File: config.mk
export PLATFORM = sky130hd
export DESIGN_NAME = quicksort_hoare_sorter
export DESIGN_NICKNAME = d
export VERILOG_FILES = /design/src/qsh_pkg.sv /design/src/qsh_datapath.sv /design/src/qsh_controller.sv /design/src/quicksort_hoare_sorter.sv
export SDC_FILE = /design/constraint.sdc
export NUM_CORES = 2
export LEC_CHECK = 0
export BUFFER_PORTS_ARGS = -buffer_cell sky130_fd_sc_hd__buf_2
export CAP_MARGIN = 20
export CORE_MARGIN = 8
export CORE_UTILIZATION = 35
export DETAILED_ROUTE_END_ITERATION = 6
export PLACE_DENSITY = 0.55
export SYNTH_ARGS = -nofsm -noshare
export SYNTH_HDL_FRONTEND = slang
export SYNTH_SLANG_ARGS = --single-unit
File: constraint.sdc
create_clock -name clk -period 9.5 [get_ports clk]
set_input_delay 0.475 -clock clk [delete_from_list [all_inputs] [get_ports clk]]
set_output_delay 0.475 -clock clk [all_outputs]
set_load 0.01 [all_outputs]
File: src/qsh_pkg.sv
// ----------------------------------------------------------------------------
// qsh_pkg
// Shared types and constants of the quicksort sorter: sizes, the command and
// status bundles between controller and datapath, and their select codes.
// ----------------------------------------------------------------------------
package qsh_pkg;

    // sizes
    localparam int MAX_ITEMS = 64;
    localparam int DATA_W    = 32;
    localparam int IDX_W     = $clog2(MAX_ITEMS);
    localparam int CNT_W     = $clog2(MAX_ITEMS + 1);
    localparam int SIDX_W    = IDX_W + 2;
    localparam int STK_W     = 2 * IDX_W;

    typedef logic [IDX_W-1:0]         idx_t;
    typedef logic [CNT_W-1:0]         cnt_t;
    typedef logic signed [SIDX_W-1:0] sidx_t;
    typedef logic [STK_W-1:0]         stk_t;
    typedef logic [DATA_W-1:0]        data_t;

    // element store read address source
    typedef enum logic [1:0] {
        RD_I,
        RD_J,
        RD_MID,
        RD_K
    } rd_sel_t;

    // element store write source
    typedef enum logic [1:0] {
        WR_NONE,
        WR_LOAD,
        WR_I,
        WR_J
    } wr_sel_t;

    // range stack push source
    typedef enum logic [1:0] {
        PUSH_NONE,
        PUSH_INIT,
        PUSH_LEFT,
        PUSH_RIGHT
    } push_sel_t;

    // controller to datapath
    typedef struct packed {
        wr_sel_t   wr_sel;
        logic      rd_en;
        rd_sel_t   rd_sel;
        push_sel_t push_sel;
        logic      pop;
        logic      range_load;
        logic      part_start;
        logic      pivot_load;
        logic      i_inc;
        logic      j_dec;
        logic      vali_load;
        logic      valj_load;
        logic      k_clear;
        logic      set_clear;
    } cmd_t;

    // datapath to controller
    typedef struct packed {
        logic count_lt2;
        logic sp_empty;
        logic range_empty;
        logic i_le_j;
        logic i_le_last;
        logic j_ge_first;
        logic lt_pivot;
        logic gt_pivot;
        logic left_push;
        logic right_push;
        logic out_end;
    } stat_t;

endpackage

File: src/qsh_datapath.sv
// ----------------------------------------------------------------------------
// qsh_datapath
// Element store, range stack, partition indices and pivot, driven by the
// commands of the controller.
// ----------------------------------------------------------------------------
module qsh_datapath
(
    input  logic                   clk,
    input  logic                   rst_n,
    input  logic [31:0]            value,
    input  qsh_pkg::cmd_t          cmd,
    output qsh_pkg::stat_t         stat,
    output logic [31:0]            sorted_value,
    output logic                   end_of_set,
    output logic                   overflow
);

    // memories
    qsh_pkg::data_t elem_mem [qsh_pkg::MAX_ITEMS];
    qsh_pkg::stk_t  stk_mem  [qsh_pkg::MAX_ITEMS];

    // control registers
    qsh_pkg::cnt_t count_reg, count_next;
    qsh_pkg::cnt_t sp_reg, sp_next;
    qsh_pkg::cnt_t k_reg, k_next;
    logic          dropped_reg, dropped_next;
    logic          end_reg, end_next;

    // payload registers
    qsh_pkg::data_t rd_data_reg;
    qsh_pkg::stk_t  stk_rd_reg;
    qsh_pkg::idx_t  first_reg, last_reg;
    qsh_pkg::sidx_t i_reg, i_next;
    qsh_pkg::sidx_t j_reg, j_next;
    qsh_pkg::data_t pivot_reg;
    qsh_pkg::data_t val_i_reg;
    qsh_pkg::data_t val_j_reg;

    qsh_pkg::idx_t  stk_lo, stk_hi;
    qsh_pkg::idx_t  mid;
    qsh_pkg::idx_t  rd_addr;
    qsh_pkg::idx_t  wr_addr;
    qsh_pkg::data_t wr_data;
    logic           wr_en;
    qsh_pkg::idx_t  push_addr;
    qsh_pkg::stk_t  push_data;
    logic           push_en;
    qsh_pkg::sidx_t first_s, last_s;
    qsh_pkg::cnt_t  count_m1;

    assign stk_lo   = stk_rd_reg[qsh_pkg::STK_W-1:qsh_pkg::IDX_W];
    assign stk_hi   = stk_rd_reg[qsh_pkg::IDX_W-1:0];
    assign mid      = first_reg + ((last_reg - first_reg) >> 1);
    assign first_s  = qsh_pkg::sidx_t'({2'b00, first_reg});
    assign last_s   = qsh_pkg::sidx_t'({2'b00, last_reg});
    assign count_m1 = count_reg - qsh_pkg::cnt_t'(1);

    // read address select
    always_comb
    begin
        unique case (cmd.rd_sel)
            qsh_pkg::RD_I:   rd_addr = i_reg[qsh_pkg::IDX_W-1:0];
            qsh_pkg::RD_J:   rd_addr = j_reg[qsh_pkg::IDX_W-1:0];
            qsh_pkg::RD_MID: rd_addr = mid;
            qsh_pkg::RD_K:   rd_addr = k_reg[qsh_pkg::IDX_W-1:0];
            default:         rd_addr = '0;
        endcase
    end

    // write port select
    always_comb
    begin
        wr_en   = 1'b0;
        wr_addr = i_reg[qsh_pkg::IDX_W-1:0];
        wr_data = val_j_reg;
        unique case (cmd.wr_sel)
            qsh_pkg::WR_NONE: wr_en = 1'b0;
            qsh_pkg::WR_LOAD:
            begin
                wr_en   = (count_reg < qsh_pkg::cnt_t'(qsh_pkg::MAX_ITEMS));
                wr_addr = count_reg[qsh_pkg::IDX_W-1:0];
                wr_data = value;
            end
            qsh_pkg::WR_I:
            begin
                wr_en   = 1'b1;
                wr_addr = i_reg[qsh_pkg::IDX_W-1:0];
                wr_data = val_j_reg;
            end
            qsh_pkg::WR_J:
            begin
                wr_en   = 1'b1;
                wr_addr = j_reg[qsh_pkg::IDX_W-1:0];
                wr_data = val_i_reg;
            end
            default: wr_en = 1'b0;
        endcase
    end

    // stack push select
    always_comb
    begin
        push_en   = (sp_reg < qsh_pkg::cnt_t'(qsh_pkg::MAX_ITEMS));
        push_addr = sp_reg[qsh_pkg::IDX_W-1:0];
        push_data = {first_reg, j_reg[qsh_pkg::IDX_W-1:0]};
        unique case (cmd.push_sel)
            qsh_pkg::PUSH_NONE:  push_en = 1'b0;
            qsh_pkg::PUSH_INIT:  push_data = {qsh_pkg::idx_t'(0),
                                              count_m1[qsh_pkg::IDX_W-1:0]};
            qsh_pkg::PUSH_LEFT:  push_data = {first_reg, j_reg[qsh_pkg::IDX_W-1:0]};
            qsh_pkg::PUSH_RIGHT: push_data = {i_reg[qsh_pkg::IDX_W-1:0], last_reg};
            default:             push_en = 1'b0;
        endcase
    end

    // element store
    always_ff @(posedge clk)
    begin
        if (wr_en)
        begin
            elem_mem[wr_addr] <= wr_data;
        end
        if (cmd.rd_en)
        begin
            rd_data_reg <= elem_mem[rd_addr];
        end
    end

    // range stack
    always_ff @(posedge clk)
    begin
        if (push_en)
        begin
            stk_mem[push_addr] <= push_data;
        end
        if (cmd.pop)
        begin
            stk_rd_reg <= stk_mem[sp_next[qsh_pkg::IDX_W-1:0]];
        end
    end

    // control next state
    always_comb
    begin
        count_next   = count_reg;
        dropped_next = dropped_reg;
        sp_next      = sp_reg;
        k_next       = k_reg;
        end_next     = end_reg;
        if (cmd.wr_sel == qsh_pkg::WR_LOAD)
        begin
            if (count_reg < qsh_pkg::cnt_t'(qsh_pkg::MAX_ITEMS))
            begin
                count_next = count_reg + qsh_pkg::cnt_t'(1);
            end
            else
            begin
                dropped_next = 1'b1;
            end
        end
        if (push_en)
        begin
            sp_next = sp_reg + qsh_pkg::cnt_t'(1);
        end
        else if (cmd.pop)
        begin
            sp_next = sp_reg - qsh_pkg::cnt_t'(1);
        end
        if (cmd.k_clear)
        begin
            k_next = '0;
        end
        else if (cmd.rd_en && cmd.rd_sel == qsh_pkg::RD_K)
        begin
            k_next   = k_reg + qsh_pkg::cnt_t'(1);
            end_next = (k_reg == count_m1);
        end
        if (cmd.set_clear)
        begin
            count_next   = '0;
            dropped_next = 1'b0;
        end
    end

    always_ff @(posedge clk or negedge rst_n)
    begin
        if (!rst_n)
        begin
            count_reg   <= '0;
            dropped_reg <= 1'b0;
            sp_reg      <= '0;
            k_reg       <= '0;
            end_reg     <= 1'b0;
        end
        else
        begin
            count_reg   <= count_next;
            dropped_reg <= dropped_next;
            sp_reg      <= sp_next;
            k_reg       <= k_next;
            end_reg     <= end_next;
        end
    end

    // partition indices
    always_comb
    begin
        i_next = i_reg;
        j_next = j_reg;
        if (cmd.part_start)
        begin
            i_next = first_s;
            j_next = last_s;
        end
        else
        begin
            if (cmd.i_inc)
            begin
                i_next = i_reg + qsh_pkg::sidx_t'(1);
            end
            if (cmd.j_dec)
            begin
                j_next = j_reg - qsh_pkg::sidx_t'(1);
            end
        end
    end

    // partition payload
    always_ff @(posedge clk)
    begin
        if (cmd.range_load)
        begin
            first_reg <= stk_lo;
            last_reg  <= stk_hi;
        end
        i_reg <= i_next;
        j_reg <= j_next;
        if (cmd.pivot_load)
        begin
            pivot_reg <= rd_data_reg;
        end
        if (cmd.vali_load)
        begin
            val_i_reg <= rd_data_reg;
        end
        if (cmd.valj_load)
        begin
            val_j_reg <= rd_data_reg;
        end
    end

    // status
    assign stat.count_lt2   = (count_reg < qsh_pkg::cnt_t'(2));
    assign stat.sp_empty    = (sp_reg == '0);
    assign stat.range_empty = (first_reg >= last_reg);
    assign stat.i_le_j      = (i_reg <= j_reg);
    assign stat.i_le_last   = (i_reg <= last_s);
    assign stat.j_ge_first  = (j_reg >= first_s);
    assign stat.lt_pivot    = ($signed(rd_data_reg) < $signed(pivot_reg));
    assign stat.gt_pivot    = ($signed(rd_data_reg) > $signed(pivot_reg));
    assign stat.left_push   = (j_reg > first_s);
    assign stat.right_push  = (i_reg < last_s);
    assign stat.out_end     = end_reg;

    // result fields
    assign sorted_value = rd_data_reg;
    assign end_of_set   = end_reg;
    assign overflow     = dropped_reg;

endmodule

File: src/qsh_controller.sv
// ----------------------------------------------------------------------------
// qsh_controller
// Sequencer of load, quicksort partition passes and the result burst.
// ----------------------------------------------------------------------------
module qsh_controller
(
    input  logic           clk,
    input  logic           rst_n,
    input  logic           start,
    input  logic           is_last,
    input  qsh_pkg::stat_t stat,
    output qsh_pkg::cmd_t  cmd,
    output logic           busy,
    output logic           result_valid
);

    typedef enum logic [3:0] {
        ST_IDLE,
        ST_SORT_INIT,
        ST_POP,
        ST_POP_WAIT,
        ST_RANGE,
        ST_PIVOT,
        ST_LOOP,
        ST_SCAN_I,
        ST_SCAN_I_CHK,
        ST_SCAN_J,
        ST_SCAN_J_CHK,
        ST_SWAP_TEST,
        ST_SWAP_J,
        ST_PUSH_L,
        ST_PUSH_R,
        ST_OUT_FIRST
    } state_t;

    state_t state_reg, state_next;
    logic   result_valid_reg, result_valid_next;
    logic   stream_reg, stream_next;

    // next state and commands
    always_comb
    begin
        cmd               = '0;
        state_next        = state_reg;
        stream_next       = stream_reg;
        result_valid_next = 1'b0;
        if (stream_reg)
        begin
            // one result per cycle, the next read issued alongside
            if (stat.out_end)
            begin
                cmd.set_clear = 1'b1;
                stream_next   = 1'b0;
                state_next    = ST_IDLE;
            end
            else
            begin
                cmd.rd_en         = 1'b1;
                cmd.rd_sel        = qsh_pkg::RD_K;
                result_valid_next = 1'b1;
            end
        end
        else
        begin
            unique case (state_reg)
                ST_IDLE:
                begin
                    if (start)
                    begin
                        cmd.wr_sel = qsh_pkg::WR_LOAD;
                        if (is_last)
                        begin
                            state_next = ST_SORT_INIT;
                        end
                    end
                end
                ST_SORT_INIT:
                begin
                    cmd.k_clear = 1'b1;
                    if (stat.count_lt2)
                    begin
                        state_next = ST_OUT_FIRST;
                    end
                    else
                    begin
                        cmd.push_sel = qsh_pkg::PUSH_INIT;
                        state_next   = ST_POP;
                    end
                end
                ST_POP:
                begin
                    if (stat.sp_empty)
                    begin
                        state_next = ST_OUT_FIRST;
                    end
                    else
                    begin
                        cmd.pop    = 1'b1;
                        state_next = ST_POP_WAIT;
                    end
                end
                ST_POP_WAIT:
                begin
                    cmd.range_load = 1'b1;
                    state_next     = ST_RANGE;
                end
                ST_RANGE:
                begin
                    if (stat.range_empty)
                    begin
                        state_next = ST_POP;
                    end
                    else
                    begin
                        cmd.rd_en      = 1'b1;
                        cmd.rd_sel     = qsh_pkg::RD_MID;
                        cmd.part_start = 1'b1;
                        state_next     = ST_PIVOT;
                    end
                end
                ST_PIVOT:
                begin
                    cmd.pivot_load = 1'b1;
                    state_next     = ST_LOOP;
                end
                ST_LOOP:
                begin
                    state_next = stat.i_le_j ? ST_SCAN_I : ST_PUSH_L;
                end
                // advance i past keys below the pivot
                ST_SCAN_I:
                begin
                    if (stat.i_le_last)
                    begin
                        cmd.rd_en  = 1'b1;
                        cmd.rd_sel = qsh_pkg::RD_I;
                        state_next = ST_SCAN_I_CHK;
                    end
                    else
                    begin
                        state_next = ST_SCAN_J;
                    end
                end
                ST_SCAN_I_CHK:
                begin
                    if (stat.lt_pivot)
                    begin
                        cmd.i_inc  = 1'b1;
                        state_next = ST_SCAN_I;
                    end
                    else
                    begin
                        cmd.vali_load = 1'b1;
                        state_next    = ST_SCAN_J;
                    end
                end
                // retreat j past keys above the pivot
                ST_SCAN_J:
                begin
                    if (stat.j_ge_first)
                    begin
                        cmd.rd_en  = 1'b1;
                        cmd.rd_sel = qsh_pkg::RD_J;
                        state_next = ST_SCAN_J_CHK;
                    end
                    else
                    begin
                        state_next = ST_SWAP_TEST;
                    end
                end
                ST_SCAN_J_CHK:
                begin
                    if (stat.gt_pivot)
                    begin
                        cmd.j_dec  = 1'b1;
                        state_next = ST_SCAN_J;
                    end
                    else
                    begin
                        cmd.valj_load = 1'b1;
                        state_next    = ST_SWAP_TEST;
                    end
                end
                // swap: write at i, then at j
                ST_SWAP_TEST:
                begin
                    if (stat.i_le_j)
                    begin
                        cmd.wr_sel = qsh_pkg::WR_I;
                        state_next = ST_SWAP_J;
                    end
                    else
                    begin
                        state_next = ST_PUSH_L;
                    end
                end
                ST_SWAP_J:
                begin
                    cmd.wr_sel = qsh_pkg::WR_J;
                    cmd.i_inc  = 1'b1;
                    cmd.j_dec  = 1'b1;
                    state_next = ST_LOOP;
                end
                ST_PUSH_L:
                begin
                    if (stat.left_push)
                    begin
                        cmd.push_sel = qsh_pkg::PUSH_LEFT;
                    end
                    state_next = ST_PUSH_R;
                end
                ST_PUSH_R:
                begin
                    if (stat.right_push)
                    begin
                        cmd.push_sel = qsh_pkg::PUSH_RIGHT;
                    end
                    state_next = ST_POP;
                end
                ST_OUT_FIRST:
                begin
                    cmd.rd_en         = 1'b1;
                    cmd.rd_sel        = qsh_pkg::RD_K;
                    result_valid_next = 1'b1;
                    stream_next       = 1'b1;
                end
                default: state_next = ST_IDLE;
            endcase
        end
    end

    // state and registered outputs
    always_ff @(posedge clk or negedge rst_n)
    begin
        if (!rst_n)
        begin
            state_reg        <= ST_IDLE;
            stream_reg       <= 1'b0;
            result_valid_reg <= 1'b0;
        end
        else
        begin
            state_reg        <= state_next;
            stream_reg       <= stream_next;
            result_valid_reg <= result_valid_next;
        end
    end

    assign busy         = (state_reg != ST_IDLE) || stream_reg;
    assign result_valid = result_valid_reg;

endmodule

File: src/quicksort_hoare_sorter.sv
// ----------------------------------------------------------------------------
// quicksort_hoare_sorter
// Collects signed values, sorts them ascending by quicksort with a Hoare
// partition around the middle element, and streams them out.
// ----------------------------------------------------------------------------
// A request is taken on a clock edge with start high and busy low; up to 64
// values are kept, further ones are dropped and flag overflow on the results.
// The request marked is_last starts the sort: busy stays high through it and
// through the result burst. Every step of a partition pass goes through the
// one read and one write port of the element store. Results then follow back
// to back, one per cycle, each shown for exactly one cycle with result_valid
// high and end_of_set on the last one. The receiver cannot stall the burst
// and must take every result in the cycle it appears.
// ----------------------------------------------------------------------------
module quicksort_hoare_sorter
(
    input  logic        clk,
    input  logic        rst_n,
    input  logic        start,
    input  logic [31:0] value,
    input  logic        is_last,
    output logic        busy,
    output logic        result_valid,
    output logic [31:0] sorted_value,
    output logic        end_of_set,
    output logic        overflow
);

    qsh_pkg::cmd_t  cmd;
    qsh_pkg::stat_t stat;

    // sequencer
    qsh_controller u_ctrl
    (
        .clk          (clk),
        .rst_n        (rst_n),
        .start        (start),
        .is_last      (is_last),
        .stat         (stat),
        .cmd          (cmd),
        .busy         (busy),
        .result_valid (result_valid)
    );

    // store, stack and partition datapath
    qsh_datapath u_dp
    (
        .clk          (clk),
        .rst_n        (rst_n),
        .value        (value),
        .cmd          (cmd),
        .stat         (stat),
        .sorted_value (sorted_value),
        .end_of_set   (end_of_set),
        .overflow     (overflow)
    );

endmodule

==> flow_summary.yaml <==
timing:
  clock_skew_ns: 0.0868
  hold_viol: 0
  layout_setup_ws_ns: 2.84
  drv_slew: 0
  rsz0062_at_grt: "no"
  fmax_ghz: 0.150
  tightest_slew_ns: 1.16
  fin_crit_ns: 6.66
  tns_ns: 0
  min_period_over_period_pct: 70.1
  relSlewSlack_pct: 22.4
  setup_viol: 0
grt:
  antenna_found_initial: 7
  grt_pass1_wl_um: 532000
  grt_usage_pct: 19.3
  grt_max_degree: 215
  grt_overflow_total: 0
  grt_pass1_vias: 73500
floorplanning:
  die_area_um2: 370000
  initial_core_util_pct: 35.2
  die_x_um: 609
  core_area_um2: 349000
  num_io_pins: 72
  rows: 217
  die_h_um: 609
clocking:
  cts_setup_buffers: 0
  cts_buffers: 310
  cts_resized: 0
  worstSkewPairLatency_ns: 0.88
  cts_sinks: 3012
  clock_path_buffers: 4
  clk_pin_slew_worst_paths_ns: 0.06
  htreeDepth: 5
  cts_tree: "yes"
  cts_root_buf: "clkbuf_16"
yosys:
  synth_top_area_cell: "edfxtp_1"
  synth.distinct_cells: 91
  ys_ff_latch: 3012
  netlist.area_leader.share_pct: 72.8
  async_flop_share_pct: 0.930
  yosysMostFrequentCell: "edfxtp_1"
  synth_edf_count: 2980
  yosys-top-cells-count: "2980 x edfxtp_1, 1244 x nand2_1, 718 x mux2i_1"
  syn_inst: 8167
  yosysWarnings: 0
  ys_seq_area_share_pct: 73.5
  synth_area_per_cell_um2: 15.0
  synthFlopType: "edfxtp_1"
  syn-num-nets: 8275
  synth_area_leaders: "edfxtp_1 73%, mux2i_1 5.8%, nand2_1 3.8%"
  synthesis.area_um2: 123000
route:
  drt_iter0_drc: 9339
  final_antenna_net_count: 0
  vias_per_cell: 5.75
  vias: 75600
  wl_per_cell_um: 28.5
  drtPass1Iterations: 7
  drc: 9
  drt_wl_total_um: 375000
power_and_ir_drop:
  ir_drop_v: 0.000157
  power_leakage_nw: 44.4
  power.density_nw_per_um2: 188
worst_setup_path:
  r2r_slack_ns: 2.84
  cpMostUsedCell: "nand4_1"
  critPathMaxStageDelay_ns: 0.68
  crit_fanout: 91
  slowest_stage: "edfxtp_1"
  worstPathRequired_ns: 10.09
  critPathArrivalTime_ns: 7.25
  cp.buffers_inverters: 3
  worstSetupPathType: "reg2reg"
  path_delay_family: "buffers and inverters"
  critPathLaunchType: "flop"
  cp-end-kind: "flop"
  crit_chain: "clkinv_1 -> ha_1 -> nand2b_1 -> a211o_1 -> a21oi_1 -> o211ai_1 -> nor3_1 -> a211oi_4 -> inv_8 -> buf_4 -> mux2i_1 -> a32oi_1 -> nand4_1 -> nand4_1 -> or3_1"
cells_and_area:
  layout-drive-gt1-share_pct: 11.6
  fin_cells: 13100
  nets: 8423
  largest_reg_flops: 2048
  reg_top3: "u_dp.elem_mem: 2048 flops, u_dp.stk_mem: 768 flops"
  largest-register: "u_dp.elem_mem"
  utilization_pct: 40.1
  area.sequential_um2: 90300
  area_growth_pct: 14.0
  n_fill_cell: 31600
  multiInputGateArea_um2: 31100
  final_area_um2: 140000
placement:
  port_buffers: 71
  placed_area_um2: 130000
  dp_cells: 12600
  globalplace.congestion: 0.823
  pre_cts_ws_ns: 2.90
  post-dp-hpwl_um: 202000
min_path:
  holdCritPathClass: "in2async"
run:
  drv_cap: 0
status:
  violations: "DRC"
  status: "finished with violations"
==> what timing repair did <==
action,in CTS,in global routing
hold buffers,3,0
hold endpoints to repair,29,0
endpoints found under the setup margin,0,0
==> through the flow <==
stage	power, mW	hold WS, ns
after floorplan	14.7	0.179
final	26.3	0.245
after detailed placement	14.7	0.405
after global routing	27.0	0.293
after global placement	14.7	0.402
after CTS	26.5	0.242
==> placed cells by master (no fill, tap or decap), types with 95 or more instances in the layout <==
cell	count
nand4_1	104
nand2_1	1240
a32oi_1	113
mux2i_1	716
buf_4	266
nand3_1	456
a22oi_1	135
a21oi_1	250
a31oi_1	95
a221oi_1	185
edfxtp_1	2980
nor2_1	179
a222oi_1	157
clkbuf_16	318
==> worst paths after layout <==
path	from	endpoint	cells after the start
setup / recovery	u_dp.i_reg[0]	u_dp.stk_rd_reg[5]	15
hold / removal	rst_n	u_dp.overflow	2
setup reg to reg	u_dp.i_reg[0]	u_dp.stk_rd_reg[5]	15
hold reg to reg	u_dp.stk_rd_reg[0]	u_dp.last_reg[0]	0
max in group asynchronous	rst_n	u_dp.sp_reg[0]	2
min in group clk	u_dp.stk_rd_reg[0]	u_dp.last_reg[0]	0
==> layer usage <==
layer  global-route usage [%]  up-vias  share of wire, %
met4                     7.07        2               4.1
met5                        0        -            0.0035
met3                     2.31      633               6.9
met1                     25.9    39000                41
met2                     32.2     3368                48
li1                         -    32600                 -
==> report_power, final <==
part	total, mW	internal, mW	switching [mW]	leakage, nW
clock	11.9	6.85	5.08	4.75
combinational	0.0232	0.00806	0.0151	17.5
sequential	14.4	14.4	0	22.2
==> kinds of logic (layout without fill, tap and decap cells) <==
kind of cell    count (synthesis)  count (layout)  synth area share [%]
flops                        3012            3012                  73.5
simple gates                 2294            2294                  8.22
compound gates               1373            1373                  8.32
mux                           765             765                  6.67
buf+inv                       608             989                  2.27
fa+ha+maj                      72              72                 0.745
xor+xnor                       43              43                 0.306
other cells                     0               2                     0
==> final cells by class <==
| type | instances | area share (%) |
|---|---|---|
| diodes | 2 | 0.00357 |
| clock inverters | 170 | 1.12 |
| flip-flops and latches | 3012 | 64.4 |
| well taps | 4599 | 4.11 |
| repair buffers | 372 | 2.14 |
| multi-input cells | 4547 | 22.2 |
| clock buffers | 375 | 5.85 |
| inverters | 72 | 0.199 |
No activity file was read; power rests on OpenSTA's default activity.
